--- config.mk ---
export PLATFORM = sky130hd
export DESIGN_NAME = scaled_glyph_row_expander_unit
export DESIGN_NICKNAME = d
export VERILOG_FILES = /design/src/sv/sgre_pkg.sv /design/src/sv/sgre_front.sv /design/src/sv/sgre_fifo.sv /design/src/sv/sgre_back.sv /design/src/sv/scaled_glyph_row_expander_unit.sv
export VERILOG_INCLUDE_DIRS = /design/src /design/src/sv
export SDC_FILE = /design/constraint.sdc
export NUM_CORES = 1
export LEC_CHECK = 0
export ABC_AREA = 1
export BUFFER_PORTS_ARGS = -buffer_cell sky130_fd_sc_hd__buf_4
export CAP_MARGIN = 5
export CORE_ASPECT_RATIO = 1.1
export CORE_MARGIN = 2
export CORE_UTILIZATION = 40
export DETAILED_ROUTE_END_ITERATION = 10
export GPL_TIMING_DRIVEN = 0
export HOLD_SLACK_MARGIN = 0.02
export MAX_ROUTING_LAYER = met4
export PLACE_DENSITY = 0.55
export SLEW_MARGIN = 20
export SYNTH_ARGS = -nofsm -noshare
export SYNTH_HDL_FRONTEND = slang
export SYNTH_HIERARCHICAL = 1
export SYNTH_SLANG_ARGS = --single-unit
export TNS_END_PERCENT = 1
--- constraint.sdc ---
create_clock -name i_clk -period 7.05 [get_ports i_clk]
set_input_delay 0.705 -clock i_clk [delete_from_list [all_inputs] [get_ports i_clk]]
set_output_delay 0.705 -clock i_clk [all_outputs]
set_load 0.02 [all_outputs]
--- src/sv/scaled_glyph_row_expander_unit_macros.svh ---
// ----------------------------------------------------------------------------
// Scaled glyph row expander assertion macros
// Concurrent assertion wrappers clocked on i_clk and disabled in reset.
// ----------------------------------------------------------------------------
`ifndef SCALED_GLYPH_ROW_EXPANDER_UNIT_MACROS_SVH
`define SCALED_GLYPH_ROW_EXPANDER_UNIT_MACROS_SVH

`ifndef SYNTHESIS
// Property that must hold at every clock edge out of reset.
`define SGRE_ASSERT(lbl, prop, msg) \
    lbl: assert property (@(posedge i_clk) disable iff (!i_rst_n) (prop)) \
        else $error(msg);
// Property whose consequent must hold in the cycle after its antecedent.
`define SGRE_ASSERT_NEXT(lbl, ante, cons, msg) \
    lbl: assert property (@(posedge i_clk) disable iff (!i_rst_n) (ante) |=> (cons)) \
        else $error(msg);
`else
`define SGRE_ASSERT(lbl, prop, msg)
`define SGRE_ASSERT_NEXT(lbl, ante, cons, msg)
`endif

`endif

--- src/sv/sgre_pkg.sv ---
// ----------------------------------------------------------------------------
// Scaled glyph row expander package
// Field widths, parameter defaults, register codes and the config struct.
// ----------------------------------------------------------------------------
`default_nettype none

package sgre_pkg;

    // Parameter defaults.
    localparam int GLYPH_WIDTH_DEF  = 8;
    localparam int GLYPH_HEIGHT_DEF = 16;
    localparam int MAX_SCALE_DEF    = 4;
    localparam int ADDR_BITS_DEF    = 24;

    // Fixed field widths.
    localparam int ROW_W      = 8;
    localparam int ROW_IDX_W  = 4;
    localparam int ORIGIN_W   = 12;
    localparam int MASK_W     = 32;
    localparam int LINE_W     = 13;
    localparam int LINE_NUM_W = 13;
    localparam int SCALE_W    = 3;
    localparam int COLOR_W    = 8;
    localparam int APB_ADDR_W = 5;
    localparam int APB_DATA_W = 32;
    localparam int REG_IDX_W  = 3;

    // Depth of the queue between front and back.
    localparam int QUEUE_DEPTH = 2;

    // Register indexes.
    localparam logic [REG_IDX_W-1:0] REG_LINE_WIDTH = 3'd0;
    localparam logic [REG_IDX_W-1:0] REG_SCALE      = 3'd1;
    localparam logic [REG_IDX_W-1:0] REG_FG_COLOR   = 3'd2;
    localparam logic [REG_IDX_W-1:0] REG_BG_COLOR   = 3'd3;
    localparam logic [REG_IDX_W-1:0] REG_BG_ENABLE  = 3'd4;

    // Register reset values.
    localparam logic [LINE_W-1:0]  LINE_WIDTH_RST = 13'd640;
    localparam logic [SCALE_W-1:0] SCALE_RST      = 3'd1;
    localparam logic [COLOR_W-1:0] FG_COLOR_RST   = 8'd255;
    localparam logic [COLOR_W-1:0] BG_COLOR_RST   = 8'd0;

    // Configuration register set.
    typedef struct packed {
        logic [LINE_W-1:0]  line_width;
        logic [SCALE_W-1:0] scale;
        logic [COLOR_W-1:0] fg_color;
        logic [COLOR_W-1:0] bg_color;
        logic               bg_enable;
    } t_cfg;

endpackage

`default_nettype wire

--- src/sv/sgre_front.sv ---
// ----------------------------------------------------------------------------
// Glyph row front end
// Accepts rows, drops rows outside the glyph, widens the masks and forms
// the start address of the first output line.
// ----------------------------------------------------------------------------
`default_nettype none
`include "scaled_glyph_row_expander_unit_macros.svh"

module sgre_front #(
    parameter int GLYPH_WIDTH  = sgre_pkg::GLYPH_WIDTH_DEF,
    parameter int GLYPH_HEIGHT = sgre_pkg::GLYPH_HEIGHT_DEF,
    parameter int MAX_SCALE    = sgre_pkg::MAX_SCALE_DEF,
    parameter int ADDR_BITS    = sgre_pkg::ADDR_BITS_DEF,
    parameter int CNT_W        = (MAX_SCALE > 1) ? $clog2(MAX_SCALE) : 1
) (
    input  wire                                 i_clk,
    input  wire                                 i_rst_n,
    input  wire  sgre_pkg::t_cfg                i_cfg,
    input  wire                                 i_valid,
    output logic                                o_ready,
    input  wire  [sgre_pkg::ROW_W-1:0]          i_glyph_row,
    input  wire  [sgre_pkg::ROW_IDX_W-1:0]      i_row_index,
    input  wire  [sgre_pkg::ORIGIN_W-1:0]       i_origin_x,
    input  wire  [sgre_pkg::ORIGIN_W-1:0]       i_origin_y,
    output logic                                o_ent_valid,
    input  wire                                 i_ent_ready,
    output logic [ADDR_BITS-1:0]                o_addr,
    output logic [sgre_pkg::MASK_W-1:0]         o_fg,
    output logic [sgre_pkg::MASK_W-1:0]         o_bg,
    output logic [CNT_W-1:0]                    o_cnt
);

    localparam int PROD_W = 2 * sgre_pkg::LINE_W;
    localparam int SUM_W  = (ADDR_BITS > PROD_W + 1) ? ADDR_BITS : PROD_W + 1;
    localparam int RS_W   = sgre_pkg::ROW_IDX_W + sgre_pkg::SCALE_W;

    logic [sgre_pkg::SCALE_W-1:0]    w_scale;
    logic [CNT_W-1:0]                w_s_last;
    logic [RS_W-1:0]                 w_row_scaled;
    logic [sgre_pkg::LINE_NUM_W-1:0] w_line0;
    logic                            w_row_ok;
    logic                            w_accept;
    logic                            w_push;
    logic [sgre_pkg::MASK_W-1:0]     w_fg_by_s   [MAX_SCALE];
    logic [sgre_pkg::MASK_W-1:0]     w_cell_by_s [MAX_SCALE];
    logic [sgre_pkg::MASK_W-1:0]     w_fg;
    logic [sgre_pkg::MASK_W-1:0]     w_bg;
    logic [PROD_W-1:0]               w_prod;
    logic [SUM_W-1:0]                w_sum;

    logic                            r_valid;
    logic [sgre_pkg::LINE_NUM_W-1:0] r_line0;
    logic [sgre_pkg::ORIGIN_W-1:0]   r_ox;
    logic [sgre_pkg::MASK_W-1:0]     r_fg;
    logic [sgre_pkg::MASK_W-1:0]     r_bg;
    logic [CNT_W-1:0]                r_cnt;

    // Effective scale: zero acts as one, values above the maximum are clamped.
    always_comb begin
        if (i_cfg.scale == '0) begin
            w_scale = 3'd1;
        end else if (i_cfg.scale > 3'(MAX_SCALE)) begin
            w_scale = 3'(MAX_SCALE);
        end else begin
            w_scale = i_cfg.scale;
        end
    end
    assign w_s_last = CNT_W'(w_scale - 3'd1);

    // Rows at or beyond the glyph height produce no output lines.
    assign w_row_ok = ({1'b0, i_row_index} < 5'(GLYPH_HEIGHT));

    // First framebuffer line of this row.
    assign w_row_scaled = RS_W'(i_row_index) * RS_W'(w_scale);
    assign w_line0 = sgre_pkg::LINE_NUM_W'(i_origin_y) + sgre_pkg::LINE_NUM_W'(w_row_scaled);

    // Widened glyph and cell masks for each supported scale.
    always_comb begin
        for (int sc = 1; sc <= MAX_SCALE; sc++) begin
            w_fg_by_s[sc-1]   = '0;
            w_cell_by_s[sc-1] = '0;
            for (int col = 0; col < GLYPH_WIDTH; col++) begin
                for (int l = 0; l < sc; l++) begin
                    w_fg_by_s[sc-1][col*sc+l]   = i_glyph_row[sgre_pkg::ROW_W-1-col];
                    w_cell_by_s[sc-1][col*sc+l] = 1'b1;
                end
            end
        end
    end
    assign w_fg = w_fg_by_s[w_s_last];
    assign w_bg = i_cfg.bg_enable ? (w_cell_by_s[w_s_last] & ~w_fg) : '0;

    // Handshakes.
    assign o_ready  = !r_valid || i_ent_ready;
    assign w_accept = i_valid && o_ready;
    assign w_push   = r_valid && i_ent_ready;

    // Stage valid.
    always_ff @(posedge i_clk) begin
        if (!i_rst_n) begin
            r_valid <= 1'b0;
        end else if (w_accept) begin
            r_valid <= w_row_ok;
        end else if (w_push) begin
            r_valid <= 1'b0;
        end
    end

    // Stage payload.
    always_ff @(posedge i_clk) begin
        if (w_accept) begin
            r_line0 <= w_line0;
            r_ox    <= i_origin_x;
            r_fg    <= w_fg;
            r_bg    <= w_bg;
            r_cnt   <= w_s_last;
        end
    end

    // Start address of the first line: line * stride + column.
    assign w_prod = PROD_W'(r_line0) * PROD_W'(i_cfg.line_width);
    assign w_sum  = SUM_W'(w_prod) + SUM_W'(r_ox);

    assign o_ent_valid = r_valid;
    assign o_addr      = w_sum[ADDR_BITS-1:0];
    assign o_fg        = r_fg;
    assign o_bg        = r_bg;
    assign o_cnt       = r_cnt;

    `SGRE_ASSERT_NEXT(a_drop_row, w_accept && !w_row_ok, !r_valid,
        "row outside the glyph was queued")

endmodule

`default_nettype wire

--- src/sv/sgre_fifo.sv ---
// ----------------------------------------------------------------------------
// Glyph row queue
// Short register queue that decouples the front end from the line emitter.
// ----------------------------------------------------------------------------
`default_nettype none
`include "scaled_glyph_row_expander_unit_macros.svh"

module sgre_fifo #(
    parameter int DATA_W = 1,
    parameter int DEPTH  = sgre_pkg::QUEUE_DEPTH
) (
    input  wire                 i_clk,
    input  wire                 i_rst_n,
    input  wire                 i_push_valid,
    output logic                o_push_ready,
    input  wire  [DATA_W-1:0]   i_push_data,
    output logic                o_pop_valid,
    input  wire                 i_pop_ready,
    output logic [DATA_W-1:0]   o_pop_data
);

    localparam int PTR_W = (DEPTH > 1) ? $clog2(DEPTH) : 1;
    localparam int CNT_W = $clog2(DEPTH + 1);

    logic [DATA_W-1:0] r_mem [DEPTH];
    logic [PTR_W-1:0]  r_wr;
    logic [PTR_W-1:0]  r_rd;
    logic [CNT_W-1:0]  r_count;
    logic [PTR_W-1:0]  n_wr;
    logic [PTR_W-1:0]  n_rd;
    logic              w_push;
    logic              w_pop;

    assign o_push_ready = (r_count != CNT_W'(DEPTH));
    assign o_pop_valid  = (r_count != '0);
    assign o_pop_data   = r_mem[r_rd];
    assign w_push       = i_push_valid && o_push_ready;
    assign w_pop        = o_pop_valid && i_pop_ready;

    // Pointer wrap.
    assign n_wr = (r_wr == PTR_W'(DEPTH - 1)) ? '0 : r_wr + 1'b1;
    assign n_rd = (r_rd == PTR_W'(DEPTH - 1)) ? '0 : r_rd + 1'b1;

    // Pointers and fill count.
    always_ff @(posedge i_clk) begin
        if (!i_rst_n) begin
            r_wr    <= '0;
            r_rd    <= '0;
            r_count <= '0;
        end else begin
            if (w_push) begin
                r_wr <= n_wr;
            end
            if (w_pop) begin
                r_rd <= n_rd;
            end
            if (w_push && !w_pop) begin
                r_count <= r_count + 1'b1;
            end else if (w_pop && !w_push) begin
                r_count <= r_count - 1'b1;
            end
        end
    end

    // Entry storage.
    always_ff @(posedge i_clk) begin
        if (w_push) begin
            r_mem[r_wr] <= i_push_data;
        end
    end

    `SGRE_ASSERT(a_count_range, r_count <= CNT_W'(DEPTH),
        "queue fill count beyond depth")

endmodule

`default_nettype wire

--- src/sv/sgre_back.sv ---
// ----------------------------------------------------------------------------
// Glyph line emitter
// Takes queued rows and emits one framebuffer line per cycle while the
// receiver is ready, stepping the address by the line stride.
// ----------------------------------------------------------------------------
`default_nettype none
`include "scaled_glyph_row_expander_unit_macros.svh"

module sgre_back #(
    parameter int ADDR_BITS = sgre_pkg::ADDR_BITS_DEF,
    parameter int CNT_W     = 2
) (
    input  wire                           i_clk,
    input  wire                           i_rst_n,
    input  wire  sgre_pkg::t_cfg          i_cfg,
    input  wire                           i_ent_valid,
    output logic                          o_ent_ready,
    input  wire  [ADDR_BITS-1:0]          i_addr,
    input  wire  [sgre_pkg::MASK_W-1:0]   i_fg,
    input  wire  [sgre_pkg::MASK_W-1:0]   i_bg,
    input  wire  [CNT_W-1:0]              i_cnt,
    output logic                          o_valid,
    input  wire                           i_ready,
    output logic [ADDR_BITS-1:0]          o_line_address,
    output logic [sgre_pkg::MASK_W-1:0]   o_fg_mask,
    output logic [sgre_pkg::MASK_W-1:0]   o_bg_mask,
    output logic                          o_last
);

    logic                          r_valid;
    logic [ADDR_BITS-1:0]          r_addr;
    logic [sgre_pkg::MASK_W-1:0]   r_fg;
    logic [sgre_pkg::MASK_W-1:0]   r_bg;
    logic [CNT_W-1:0]              r_left;
    logic                          w_last;

    // A new row is taken when idle or when the final line leaves.
    assign w_last      = (r_left == '0);
    assign o_ent_ready = !r_valid || (i_ready && w_last);

    always_ff @(posedge i_clk) begin
        if (!i_rst_n) begin
            r_valid <= 1'b0;
        end else if (o_ent_ready) begin
            r_valid <= i_ent_valid;
        end
    end

    // Load a row, or step to the next line of the current one.
    always_ff @(posedge i_clk) begin
        if (o_ent_ready) begin
            r_addr <= i_addr;
            r_fg   <= i_fg;
            r_bg   <= i_bg;
            r_left <= i_cnt;
        end else if (i_ready) begin
            r_addr <= r_addr + ADDR_BITS'(i_cfg.line_width);
            r_left <= r_left - 1'b1;
        end
    end

    assign o_valid        = r_valid;
    assign o_line_address = r_addr;
    assign o_fg_mask      = r_fg;
    assign o_bg_mask      = r_bg;
    assign o_last         = w_last;

    `SGRE_ASSERT_NEXT(a_line_step, r_valid && i_ready && !w_last,
        r_valid && (r_left == CNT_W'($past(r_left) - 1'b1)),
        "line countdown did not advance")
    `SGRE_ASSERT_NEXT(a_drain_idle, r_valid && i_ready && w_last && !i_ent_valid,
        !r_valid, "emitter stayed valid after its final line")

endmodule

`default_nettype wire

--- src/sv/scaled_glyph_row_expander_unit.sv ---
// ----------------------------------------------------------------------------
// Scaled glyph row expander
// Turns glyph rows into scaled framebuffer line writes with fg/bg masks.
// ----------------------------------------------------------------------------
// Usage:
//   Input channel (i_valid/o_ready) carries one glyph row, its row index and
//   the cell origin per transaction. Output channel (o_valid/i_ready) carries
//   one line write per transaction: start address, foreground mask,
//   background mask and a last flag on the final line of the row.
//   Each accepted row yields scale line writes (1 to 4); a row index at or
//   beyond the glyph height yields none.
//   An accepted row passes the front stage, the queue and the emitter register
//   before its first line appears on o_valid.
//   The emitter gives one line per cycle while the receiver is ready; the
//   front end takes a new row every cycle while the queue has room.
//   A stalled receiver holds the current line; the two-entry queue and the
//   front stage keep taking rows until full, then o_ready drops.
//   Reset clears all pipeline state and loads the register defaults (stride 640,
//   scale 1, fg 255, bg 0, background fill off). Registers must be written over
//   the APB port only while the block is idle; the block does not enforce it.
// ----------------------------------------------------------------------------
`default_nettype none

module scaled_glyph_row_expander_unit #(
    parameter int GLYPH_WIDTH  = sgre_pkg::GLYPH_WIDTH_DEF,
    parameter int GLYPH_HEIGHT = sgre_pkg::GLYPH_HEIGHT_DEF,
    parameter int MAX_SCALE    = sgre_pkg::MAX_SCALE_DEF,
    parameter int ADDR_BITS    = sgre_pkg::ADDR_BITS_DEF
) (
    input  wire                              i_clk,
    input  wire                              i_rst_n,
    // APB configuration port
    input  wire                              psel,
    input  wire                              penable,
    input  wire                              pwrite,
    input  wire  [sgre_pkg::APB_ADDR_W-1:0]  paddr,
    input  wire  [sgre_pkg::APB_DATA_W-1:0]  pwdata,
    output logic [sgre_pkg::APB_DATA_W-1:0]  prdata,
    output logic                             pready,
    // Row input
    input  wire                              i_valid,
    output logic                             o_ready,
    input  wire  [sgre_pkg::ROW_W-1:0]       i_glyph_row,
    input  wire  [sgre_pkg::ROW_IDX_W-1:0]   i_row_index,
    input  wire  [sgre_pkg::ORIGIN_W-1:0]    i_origin_x,
    input  wire  [sgre_pkg::ORIGIN_W-1:0]    i_origin_y,
    // Line output
    output logic                             o_valid,
    input  wire                              i_ready,
    output logic [ADDR_BITS-1:0]             o_line_address,
    output logic [sgre_pkg::MASK_W-1:0]      o_fg_mask,
    output logic [sgre_pkg::MASK_W-1:0]      o_bg_mask,
    output logic                             o_last
);

    localparam int CNT_W = (MAX_SCALE > 1) ? $clog2(MAX_SCALE) : 1;
    localparam int ENT_W = ADDR_BITS + 2 * sgre_pkg::MASK_W + CNT_W;

    sgre_pkg::t_cfg                   r_cfg;
    logic [sgre_pkg::REG_IDX_W-1:0]   w_reg_idx;
    logic                             w_wr;

    logic                             w_f_valid;
    logic                             w_f_ready;
    logic [ADDR_BITS-1:0]             w_f_addr;
    logic [sgre_pkg::MASK_W-1:0]      w_f_fg;
    logic [sgre_pkg::MASK_W-1:0]      w_f_bg;
    logic [CNT_W-1:0]                 w_f_cnt;

    logic                             w_q_valid;
    logic                             w_q_ready;
    logic [ENT_W-1:0]                 w_q_data;
    logic [ADDR_BITS-1:0]             w_q_addr;
    logic [sgre_pkg::MASK_W-1:0]      w_q_fg;
    logic [sgre_pkg::MASK_W-1:0]      w_q_bg;
    logic [CNT_W-1:0]                 w_q_cnt;

    // Configuration registers.
    assign pready    = 1'b1;
    assign w_reg_idx = paddr[sgre_pkg::APB_ADDR_W-1:2];
    assign w_wr      = psel && penable && pwrite && pready;

    always_ff @(posedge i_clk) begin
        if (!i_rst_n) begin
            r_cfg.line_width <= sgre_pkg::LINE_WIDTH_RST;
            r_cfg.scale      <= sgre_pkg::SCALE_RST;
            r_cfg.fg_color   <= sgre_pkg::FG_COLOR_RST;
            r_cfg.bg_color   <= sgre_pkg::BG_COLOR_RST;
            r_cfg.bg_enable  <= 1'b0;
        end else if (w_wr) begin
            case (w_reg_idx)
                sgre_pkg::REG_LINE_WIDTH: begin
                    r_cfg.line_width <= pwdata[sgre_pkg::LINE_W-1:0];
                end
                sgre_pkg::REG_SCALE: begin
                    r_cfg.scale <= pwdata[sgre_pkg::SCALE_W-1:0];
                end
                sgre_pkg::REG_FG_COLOR: begin
                    r_cfg.fg_color <= pwdata[sgre_pkg::COLOR_W-1:0];
                end
                sgre_pkg::REG_BG_COLOR: begin
                    r_cfg.bg_color <= pwdata[sgre_pkg::COLOR_W-1:0];
                end
                sgre_pkg::REG_BG_ENABLE: begin
                    r_cfg.bg_enable <= pwdata[0];
                end
                default: begin
                end
            endcase
        end
    end

    // Register readback.
    always_comb begin
        case (w_reg_idx)
            sgre_pkg::REG_LINE_WIDTH: prdata = sgre_pkg::APB_DATA_W'(r_cfg.line_width);
            sgre_pkg::REG_SCALE:      prdata = sgre_pkg::APB_DATA_W'(r_cfg.scale);
            sgre_pkg::REG_FG_COLOR:   prdata = sgre_pkg::APB_DATA_W'(r_cfg.fg_color);
            sgre_pkg::REG_BG_COLOR:   prdata = sgre_pkg::APB_DATA_W'(r_cfg.bg_color);
            sgre_pkg::REG_BG_ENABLE:  prdata = sgre_pkg::APB_DATA_W'(r_cfg.bg_enable);
            default:                  prdata = '0;
        endcase
    end

    // Front end: accept and classify rows.
    sgre_front #(
        .GLYPH_WIDTH  (GLYPH_WIDTH),
        .GLYPH_HEIGHT (GLYPH_HEIGHT),
        .MAX_SCALE    (MAX_SCALE),
        .ADDR_BITS    (ADDR_BITS),
        .CNT_W        (CNT_W)
    ) u_front (
        .i_clk       (i_clk),
        .i_rst_n     (i_rst_n),
        .i_cfg       (r_cfg),
        .i_valid     (i_valid),
        .o_ready     (o_ready),
        .i_glyph_row (i_glyph_row),
        .i_row_index (i_row_index),
        .i_origin_x  (i_origin_x),
        .i_origin_y  (i_origin_y),
        .o_ent_valid (w_f_valid),
        .i_ent_ready (w_f_ready),
        .o_addr      (w_f_addr),
        .o_fg        (w_f_fg),
        .o_bg        (w_f_bg),
        .o_cnt       (w_f_cnt)
    );

    // Queue between front end and emitter.
    sgre_fifo #(
        .DATA_W (ENT_W),
        .DEPTH  (sgre_pkg::QUEUE_DEPTH)
    ) u_fifo (
        .i_clk        (i_clk),
        .i_rst_n      (i_rst_n),
        .i_push_valid (w_f_valid),
        .o_push_ready (w_f_ready),
        .i_push_data  ({w_f_addr, w_f_fg, w_f_bg, w_f_cnt}),
        .o_pop_valid  (w_q_valid),
        .i_pop_ready  (w_q_ready),
        .o_pop_data   (w_q_data)
    );

    assign {w_q_addr, w_q_fg, w_q_bg, w_q_cnt} = w_q_data;

    // Line emitter.
    sgre_back #(
        .ADDR_BITS (ADDR_BITS),
        .CNT_W     (CNT_W)
    ) u_back (
        .i_clk          (i_clk),
        .i_rst_n        (i_rst_n),
        .i_cfg          (r_cfg),
        .i_ent_valid    (w_q_valid),
        .o_ent_ready    (w_q_ready),
        .i_addr         (w_q_addr),
        .i_fg           (w_q_fg),
        .i_bg           (w_q_bg),
        .i_cnt          (w_q_cnt),
        .o_valid        (o_valid),
        .i_ready        (i_ready),
        .o_line_address (o_line_address),
        .o_fg_mask      (o_fg_mask),
        .o_bg_mask      (o_bg_mask),
        .o_last         (o_last)
    );

endmodule

`default_nettype wire
==> results of run 1 <==
[worst max-delay path by stage]
stage | start | to | slack (ps) | depth (start not counted)
2_1_floorplan | r_cfg[24] | u_fifo/r_mem[0][83] | 1920 | 20
6_report | r_cfg[24] | u_fifo/r_mem[1][83] | 970 | 20
3_3_place_gp | u_fifo/r_count[0] | u_fifo/r_mem[0][88] | -270 | 4
4_1_cts | r_cfg[24] | u_fifo/r_mem[0][83] | 880 | 20
3_5_place_dp | r_cfg[24] | u_fifo/r_mem[0][83] | 940 | 20
5_1_grt | r_cfg[24] | u_fifo/r_mem[0][84] | 660 | 19
[cell usage in the layout, fill, tap and decap left out, drive strengths merged, types with 12 or more instances in the layout]
master and instances:
nand3 94, buf 241, xnor2 12, conb 20
dfxtp 40, fa 135, nand2 579, nor2 153
ha 107, inv 414, o21ai 38, clkinv 22
xor2 17, clkbuf 76, a21oi 46, mux2 90
edfxtp 337
[per-layer routing]
layer	share of wire (%)	track usage (%)
met4	3.7	7.34
met3	4.3	2.81
met1	42	24.2
met2	50	35.0
met5	0	-
[cell type report]
type / instances / area [um2] / share of cell area [%]
Timing Repair Buffer: 172 / 1440 / 5.38
Tap cell: 752 / 941 / 3.52
Clock inverter: 29 / 303 / 1.13
Sequential cell: 377 / 10900 / 40.8
Buffer: 98 / 742 / 2.77
Multi-Input combinational cell: 1334 / 9810 / 36.6
Clock buffer: 47 / 1060 / 3.95
Inverter: 414 / 1560 / 5.82
[power breakdown]
| part | total (uW) | internal, uW | switching (uW) |
|---|---|---|---|
| registers | 3300 | 3070 | 221 |
| clock network | 2150 | 1240 | 906 |
| logic | 3350 | 1380 | 1970 |
| total | 8800 | 5700 | 3100 |
[synth_stat cells, types with 3 or more instances]
| master | number | area share (%) |
|---|---|---|
| nand3b_1 | 4 | 0.13 |
| edfxtp_1 | 337 | 44 |
| nand4_1 | 11 | 0.30 |
| ha_1 | 107 | 5.8 |
| dfxtp_1 | 40 | 3.5 |
| o21bai_1 | 3 | 0.098 |
| nor2_2 | 8 | 0.22 |
| inv_1 | 404 | 6.6 |
| o21ai_2 | 3 | 0.11 |
| buf_2 | 9 | 0.20 |
| clkbuf_1 | 29 | 0.47 |
| nor3_1 | 10 | 0.22 |
| inv_2 | 7 | 0.11 |
| or2_2 | 3 | 0.082 |
| nand3_1 | 91 | 2.0 |
| fa_1 | 135 | 12 |
| nand2_2 | 12 | 0.33 |
| nor2_1 | 142 | 2.3 |
| xnor2_1 | 12 | 0.46 |
| buf_12 | 9 | 0.79 |
| nor2_4 | 3 | 0.15 |
| o21ai_0 | 24 | 0.52 |
| buf_6 | 6 | 0.29 |
| buf_4 | 45 | 1.5 |
| a21oi_2 | 6 | 0.23 |
| xor2_1 | 17 | 0.65 |
| nand2_1 | 567 | 9.3 |
| mux2_4 | 90 | 5.9 |
| a21oi_1 | 40 | 0.87 |
| o21ai_1 | 10 | 0.22 |
[worst max-delay path: stages, from the launching register on]
cell and delay, ps:
dfxtp_1 670, clkbuf_1 540, nand2_1 170, fa_1 610, fa_1 450, fa_1 550, inv_1 50, fa_1 450
fa_1 490, inv_1 50, fa_1 470, inv_1 40, ha_1 340, nand2_1 170, inv_1 60, a21oi_1 290
nor2_1 70, nor2_1 130, nand2_1 70, nand2_1 50, nand2_1 90
[sequential cells by signal, summed over array words and instances (netlist names), named ones only]
| register | cells |
|---|---|
| r_cfg | 33 |
| u_back/o_bg_mask | 32 |
| u_back/o_fg_mask | 32 |
| u_back/o_line_address | 24 |
| u_back/o_valid | 1 |
| u_back/r_left | 2 |
| u_fifo/r_count | 2 |
| u_fifo/r_mem | 180 |
| u_fifo/r_rd | 1 |
| u_fifo/r_wr | 1 |
| u_front/o_bg | 20 |
| u_front/o_cnt | 2 |
| u_front/o_ent_valid | 1 |
| u_front/o_fg | 20 |
| u_front/r_line0 | 13 |
| u_front/r_ox | 12 |
[cell families (layout without fill, tap and decap cells)]
group | Yosys count | after routing | synth area share, %
buffers and inverters | 512 | 760 | 10.0
other | 2 | 20 | 0.0328
AO/OA/AOI/OAI | 93 | 93 | 2.32
AND/OR/NAND/NOR | 860 | 860 | 15.4
adder cells (fa/ha/maj) | 242 | 242 | 17.6
flip-flops | 377 | 377 | 47.6
multiplexers | 90 | 90 | 5.89
XOR/XNOR | 29 | 29 | 1.11
[per-stage QoR]
step | hold WS, ps | util, % | setup WS (ps) | total power [uW] | instances
after floorplan | 421 | - | 1920 | 5520 | 2223
after global placement | 424 | 44.1 | -275 | 6700 | 3137
after detailed placement | 430 | 44.6 | 942 | 6730 | 3147
after CTS | 280 | 47.0 | 885 | 8920 | 3223
after global routing | 283 | 47.0 | 662 | 9320 | 3223
final | 316 | 47.0 | 974 | 8800 | 3223
==> results.json, run 1 <==
{
  "drt-pass1-iter-count": 6,
  "max-slew-margin-rel_pct": 48.5,
  "hold_viol_final": 0,
  "worstPathMaxFanout": 10,
  "yosysUniqueCellTypes": 44,
  "reg2reg_depth": 20,
  "powerDensity_nw_per_um2": 329,
  "routed_wl_um": 57300,
  "status": "finished clean",
  "post-cts-setup-buffers": 0,
  "worstHoldPathType": "in -> reg",
  "coreArea_um2": 57000,
  "cts_tree": "yes",
  "vias": 15100,
  "drt.antenna.violating_nets": 0,
  "path_clk_slew_ps": 60,
  "crit_type": "reg -> reg",
  "wire_per_inst_um": 17.8,
  "rsz0062_at_grt": "false",
  "nets": 2760,
  "start_util_pct": 40.2,
  "vias_per_cell": 4.69,
  "final-setup-viol-count": 0,
  "fin_worst_skew_ps": 20.3,
  "reg2reg_to": "u_fifo/r_mem[1][83]",
  "io_pins": 204,
  "synth_ff_type": "edfxtp_1",
  "cts_resized": 0,
  "layout_min_cycle_time_ps": 6080,
  "slew_viol_final": 0,
  "whs_path_depth": 1,
  "cp.arrival_ps": 6370,
  "io_buffers": 162,
  "dieArea_um2": 59200,
  "timing.fmax_mhz": 165,
  "ys_ff_latch": 377,
  "hp-start": "i_origin_x[4]",
  "cts_made_buffers": 41,
  "rows": 92,
  "area_growth_pct": 16.7,
  "design_area_um2": 26800,
  "htree_levels": 2,
  "drive_gt1_share_pct": 17.9,
  "tightest_slew_ps": 771,
  "clock_path_buffers": 3,
  "async_flop_share_pct": 0,
  "drt_iter0_drc": 789,
  "synth-edff-count": 337,
  "cp-end-kind": "flop",
  "avgSynthCellArea_um2": 10.4,
  "die_x_um": 232,
  "grt_pass1_vias": 15400,
  "gp_congestion": 0.920,
  "netlist_instances": 2205,
  "finalCritPeriodShare_pct": 86.2,
  "setup.worst_path.start_class": "flop",
  "cts_sinks": 377,
  "leakage_uw": 0.0127,
  "maxCapViolCount": 0,
  "vdd_drop_max_uv": 190,
  "synth.yosys.seq_area_share_pct": 47.6,
  "n_antenna_cell": 0,
  "synth_area_um2": 22900,
  "grt_pass1_wl_um": 87700,
  "grt-ovfl-total": 0,
  "rrSetupSlack_ps": 970,
  "dieHeight_um": 255,
  "cts-root-buf": "clkbuf_16",
  "rr_startpoint": "r_cfg[24]",
  "fill_cells": 5270,
  "grt_use_total_pct": 20.3,
  "hpwl_um": 45100,
  "antenna_found_initial": 0,
  "crit_required_ps": 7340,
  "post-route-drc-count": 0,
  "postCtsHoldBufs": 0,
  "fin_setup_tns_ps": 0,
  "grt_start_max_net_pins": 42,
  "hold_end": "u_front/r_ox[4]",
  "place_area_um2": 25400,
  "clk_latency_ps": 570,
  "ys.warnings.count": 6
}
Power figures use the tool's default switching activity.
==> run 2: changes to the inputs <==
--- a/config.mk
+++ b/config.mk
@@ -11,12 +11,13 @@
 export CAP_MARGIN = 5
 export CORE_ASPECT_RATIO = 1.1
 export CORE_MARGIN = 2
-export CORE_UTILIZATION = 40
+export CORE_UTILIZATION = 61
 export DETAILED_ROUTE_END_ITERATION = 10
 export GPL_TIMING_DRIVEN = 0
 export HOLD_SLACK_MARGIN = 0.02
 export MAX_ROUTING_LAYER = met4
-export PLACE_DENSITY = 0.55
+export PLACE_DENSITY = 0.79
+export REMOVE_ABC_BUFFERS = 1
 export SLEW_MARGIN = 20
 export SYNTH_ARGS = -nofsm -noshare
 export SYNTH_HDL_FRONTEND = slang
==> results.json, run 2 (same netlist as run 1, synthesis figures left out) <==
{
  "dieArea_um2": 39200,
  "post-cts-setup-buffers": 0,
  "cp_common_cell": "fa_1",
  "maxCapViolCount": 0,
  "grtUsageMet3_pct": 3.42,
  "post-route-util_pct": 69.4,
  "met2_usage_pct": 48.2,
  "largest_register_ffs": 180,
  "drt.antenna.violating_nets": 0,
  "gp_congestion": 0.905,
  "die_x_um": 189,
  "slew_viol_final": 0,
  "drt-pass1-iter-count": 7,
  "drive_gt1_share_pct": 16.0,
  "crit_chain": "nand2_1 -> fa_1 -> fa_1 -> fa_1 -> inv_1 -> fa_1 -> fa_1 -> inv_1 -> fa_1 -> inv_1 -> ha_1 -> nand2_1 -> nor2_1 -> inv_1 -> nor2_1 -> nand3_1 -> nand4_1 -> nand2_1",
  "vias": 15400,
  "cp_top_family": "adder cells",
  "grt_pass1_wl_um": 82500,
  "vdd_drop_max_uv": 258,
  "powerDensity_nw_per_um2": 331,
  "layout_commonest_cell": "nand2_1",
  "post-route-drc-count": 0,
  "coreArea_um2": 37100,
  "layout_min_cycle_time_ps": 5840,
  "design_area_um2": 25800,
  "nets": 2663,
  "grt_start_max_net_pins": 40,
  "grt_use_total_pct": 27.5,
  "crit_buf_inv": 4,
  "leakage_uw": 0.0123,
  "drt_iter0_drc": 1180,
  "final-setup-viol-count": 0,
  "area_growth_pct": 12.4,
  "grt.busiest_layer": "met2",
  "rr_startpoint": "r_cfg[24]",
  "cts_tree": "yes",
  "cp-end-kind": "flop",
  "rows": 74,
  "cp.arrival_ps": 6120,
  "postCtsHoldBufs": 0,
  "layout_common_cells": "566 x nand2_1, 404 x inv_1, 337 x edfxtp_1, 162 x buf_4, 140 x nor2_1",
  "hpwl_um": 36500,
  "io_buffers": 162,
  "max-slew-margin-rel_pct": 38.5,
  "cts_sinks": 377,
  "place_area_um2": 24500,
  "cp-startpoint": "r_cfg[24]",
  "crit_required_ps": 7340,
  "crit_type": "reg -> reg",
  "cts_made_buffers": 37,
  "rrSetupSlack_ps": 1210,
  "antenna_found_initial": 1,
  "regMostFlops": "u_fifo/r_mem",
  "io_pins": 204,
  "worstPathMaxFanout": 16,
  "rsz0062_at_grt": "false",
  "worstHoldPathType": "in -> reg",
  "grt-ovfl-total": 0,
  "wire_per_inst_um": 17.8,
  "slowest_delay_ps": 920,
  "finalCritPeriodShare_pct": 82.8,
  "routed_wl_um": 50900,
  "timing.fmax_mhz": 171,
  "hold_viol_final": 0,
  "clk_latency_ps": 550,
  "top_regs": "u_fifo/r_mem x180, r_cfg x33",
  "vias_per_cell": 5.37,
  "status": "finished clean",
  "fill_cells": 2575,
  "htree_levels": 2,
  "path_clk_slew_ps": 60,
  "grt_pass1_vias": 16000,
  "cp.depth": 18,
  "start_util_pct": 61.7,
  "tightest_slew_ps": 922,
  "reg2reg_depth": 18,
  "clock_path_buffers": 3,
  "fin_worst_skew_ps": 25.2,
  "cts-root-buf": "clkbuf_16",
  "setup.worst_path.start_class": "flop",
  "crit_path_end": "u_fifo/r_mem[0][85]",
  "reg2reg_to": "u_fifo/r_mem[0][85]",
  "dieHeight_um": 207,
  "crit_slowest_cell": "dfxtp_1",
  "cts_resized": 0,
  "use_met1_pct": 33.2
}
-- run 2: cell types whose count changed in the layout (fill, tap and decap cells not counted), sizes merged --
cell / change
buf: -64
clkbuf: -34
clkinv: -9
bufinv: +2
clkinvlp: +2
inv: +2
diode: +1
-- run 2: layer usage --
layer | vias to the layer above | share of wire [%] | wire (um)
met5 | - | 0 | 0
met4 | 0 | 2.9 | 1500
met3 | 130 | 6.0 | 3060
met2 | 610 | 52 | 26400
met1 | 7452 | 39 | 20000
li1 | 7192 | - | -
-- run 2: worst min path at each step --
stage / start / cells past startpoint / to
2_1_floorplan: u_front/o_cnt[0] / 0 / u_fifo/r_mem[0][0]
3_5_place_dp: u_front/o_fg[15] / 0 / u_fifo/r_mem[0][49]
3_3_place_gp: u_front/o_fg[8] / 0 / u_fifo/r_mem[0][42]
4_1_cts: i_origin_x[5] / 1 / u_front/r_ox[5]
6_report: i_origin_x[5] / 1 / u_front/r_ox[5]
5_1_grt: i_origin_x[5] / 1 / u_front/r_ox[5]
-- run 2: power breakdown --
part | total (uW) | internal [uW] | leakage, uW | switching [uW]
registers | 3370 | 3080 | 0.00359 | 297
clock network | 2070 | 1210 | 0.000608 | 858
logic | 3090 | 1300 | 0.00815 | 1800
-- run 2: layout make-up --
cell class | count | area (um2) | share of cell area, %
repair buffers | 177 | 1570 | 6.09
clock inverters | 26 | 317 | 1.23
well taps | 494 | 618 | 2.40
inverters | 414 | 1560 | 6.04
clock buffers | 42 | 955 | 3.71
flip-flops and latches | 377 | 10900 | 42.4
multi-input cells | 1334 | 9820 | 38.1
diodes | 1 | 2.50 | 0.00971
-- run 2: worst register-to-register path, cell delays in order (launching register included) --
cell and delay (ps):
dfxtp_1 920, nand2_1 220, fa_1 610, fa_1 460
fa_1 550, inv_1 50, fa_1 440, fa_1 490
inv_1 50, fa_1 470, inv_1 40, ha_1 380
nand2_1 140, nor2_1 180, inv_1 80, nor2_1 190
nand3_1 140, nand4_1 110, nand2_1 70
-- run 2: per-stage QoR --
step           cells  TNS (ps)  hold WS, ps  power [uW]  setup slack, ps
6_report        2865         0          347        8540             1210
5_1_grt         2865         0          328        8980              941
4_1_cts         2864         0          330        8580             1200
3_5_place_dp    2796         0          432        6470             1240
3_3_place_gp    2781   -405680          422        6510            -7870
2_1_floorplan   2125    -94820          421        5540            -2480
==> run 3: changes to the inputs <==
--- a/config.mk
+++ b/config.mk
@@ -11,12 +11,12 @@
 export CAP_MARGIN = 5
 export CORE_ASPECT_RATIO = 1.1
 export CORE_MARGIN = 2
-export CORE_UTILIZATION = 61
+export CORE_UTILIZATION = 56
 export DETAILED_ROUTE_END_ITERATION = 10
 export GPL_TIMING_DRIVEN = 0
 export HOLD_SLACK_MARGIN = 0.02
 export MAX_ROUTING_LAYER = met4
-export PLACE_DENSITY = 0.79
+export PLACE_DENSITY = 0.77
 export REMOVE_ABC_BUFFERS = 1
 export SLEW_MARGIN = 20
 export SYNTH_ARGS = -nofsm -noshare
==> constraint.sdc (replaced) <==
create_clock -name i_clk -period 4.9 [get_ports i_clk]
set_input_delay 0.49 -clock i_clk [delete_from_list [all_inputs] [get_ports i_clk]]
set_output_delay 0.49 -clock i_clk [all_outputs]
set_load 0.02 [all_outputs]
==> results.json, run 3 (same netlist as run 1, synthesis figures left out) <==
{
  "coreArea_um2": 40300,
  "cp_common_cell": "fa_1",
  "antenna_found_initial": 1,
  "die_x_um": 197,
  "grt_pass1_wl_um": 80300,
  "htree_levels": 2,
  "slowest_delay_ps": 580,
  "leakage_uw": 0.0126,
  "routed_wl_um": 50600,
  "cts_made_buffers": 38,
  "tightest_slew_ps": 907,
  "place_area_um2": 24600,
  "layout_min_cycle_time_ps": 5170,
  "crit_slowest_cell": "fa_1",
  "cp-end-kind": "flop",
  "dieArea_um2": 42600,
  "crit_type": "reg -> reg",
  "fin_worst_skew_ps": 25.1,
  "layout_common_cells": "539 x nand2_1, 393 x inv_1, 337 x edfxtp_1, 204 x buf_4, 134 x fa_1",
  "crit_path_end": "u_fifo/r_mem[1][82]",
  "postCtsHoldBufs": 0,
  "finalCritPeriodShare_pct": 105,
  "area_growth_pct": 16.3,
  "largest_register_ffs": 180,
  "drt-pass1-iter-count": 5,
  "post-route-drc-count": 0,
  "clock_path_buffers": 3,
  "max-slew-margin-rel_pct": 39.6,
  "crit_buf_inv": 5,
  "drt_iter0_drc": 1033,
  "layout_commonest_cell": "nand2_1",
  "rows": 77,
  "drive_gt1_share_pct": 21.1,
  "worstHoldPathType": "in -> reg",
  "cp.depth": 20,
  "crit_required_ps": 5190,
  "rr_startpoint": "r_cfg[23]",
  "top_regs": "u_fifo/r_mem x180, r_cfg x33",
  "io_buffers": 162,
  "cp_top_family": "adder cells",
  "cp-startpoint": "r_cfg[23]",
  "maxCapViolCount": 0,
  "vias": 15400,
  "setup.worst_path.start_class": "flop",
  "fin_cells": 2928,
  "p_total_uw": 12800,
  "violations": "negative setup slack",
  "path_clk_slew_ps": 60,
  "cp.arrival_ps": 5460,
  "drt.antenna.violating_nets": 0,
  "regMostFlops": "u_fifo/r_mem",
  "wire_per_inst_um": 17.3,
  "grt_start_max_net_pins": 42,
  "vias_per_cell": 5.25,
  "reg2reg_to": "u_fifo/r_mem[1][82]",
  "worstPathMaxFanout": 16,
  "grt_use_total_pct": 24.9,
  "cts_sinks": 377,
  "slew_viol_final": 0,
  "gp_congestion": 0.893,
  "io_pins": 204,
  "cts_tree": "yes",
  "cts-root-buf": "clkbuf_16",
  "reg2reg_depth": 20,
  "grt-ovfl-total": 0,
  "hold_viol_final": 0,
  "clk_latency_ps": 570,
  "timing.fmax_mhz": 193,
  "final-setup-viol-count": 32,
  "status": "finished, violations left",
  "crit_chain": "nand2_1 -> inv_2 -> fa_1 -> inv_1 -> fa_1 -> inv_1 -> fa_1 -> fa_2 -> fa_1 -> inv_2 -> fa_1 -> inv_2 -> ha_4 -> nand2_1 -> nand2_2 -> a21oi_2 -> nor2_1 -> nor2_1 -> nand2_1 -> xor2_2",
  "rrSetupSlack_ps": -270,
  "powerDensity_nw_per_um2": 481,
  "grt_pass1_vias": 15800,
  "hpwl_um": 36300,
  "start_util_pct": 56.9,
  "dieHeight_um": 216,
  "design_area_um2": 26700,
  "dp.cells": 2817,
  "fin_ws_ps": -268,
  "vdd_drop_max_uv": 244,
  "rsz0062_at_grt": "true",
  "nets": 2709
}
## run 3: how the worst min path moves through the flow
stage | start | to | slack [ps] | cells after the start
2_1_floorplan | u_front/o_cnt[0] | u_fifo/r_mem[0][0] | 420 | 0
3_3_place_gp | u_front/o_fg[20] | u_fifo/r_mem[0][54] | 420 | 0
3_5_place_dp | u_front/o_fg[15] | u_fifo/r_mem[0][49] | 430 | 0
4_1_cts | i_origin_x[5] | u_front/r_ox[5] | 70 | 1
5_1_grt | i_origin_x[5] | u_front/r_ox[5] | 70 | 1
6_report | i_origin_x[5] | u_front/r_ox[5] | 100 | 1
## run 3: repair_timing
action,4_1_cts,5_1_grt
gates cloned,0,0
endpoints found under the setup margin,34,36
setup buffers,34,9
pin swaps,22,33
resized for setup,81,39
## run 3: routing by layer
| metal | GRT usage (%) | share of wire (%) |
|---|---|---|
| met2 | 43.8 | 52 |
| met4 | 8.27 | 3.0 |
| met1 | 29.0 | 40 |
| met5 | - | 0 |
| met3 | 4.06 | 5.7 |
## run 3: per-stage QoR
| step | util [%] | setup WS [ps] | hold WS (ps) | setup TNS, ps |
|---|---|---|---|---|
| after CTS | 65.7 | -228 | 69.1 | -4910 |
| after global placement | 59.9 | -10190 | 423 | -1062750 |
| final | 66.2 | -268 | 95.1 | -5730 |
| after floorplan | - | -4630 | 421 | -300760 |
| after detailed placement | 61.1 | -844 | 429 | -20990 |
| after global routing | 66.2 | -454 | 73.1 | -11700 |
## run 3: power by group
group          switching (uW)  internal (uW)  leakage (uW)
Clock                    1250           1720      0.000612
Combinational            2850           2190       0.00842
Sequential                385           4420       0.00360
## run 3: cell type report
type	instances	area, um2
Fill cell	2934	13600
Sequential cell	377	11000
Multi-Input combinational cell	1334	10200
Timing Repair Buffer	222	2000
Inverter	414	1560
Clock buffer	47	985
Tap cell	513	642
Clock inverter	20	289
Antenna cell	1	2.50
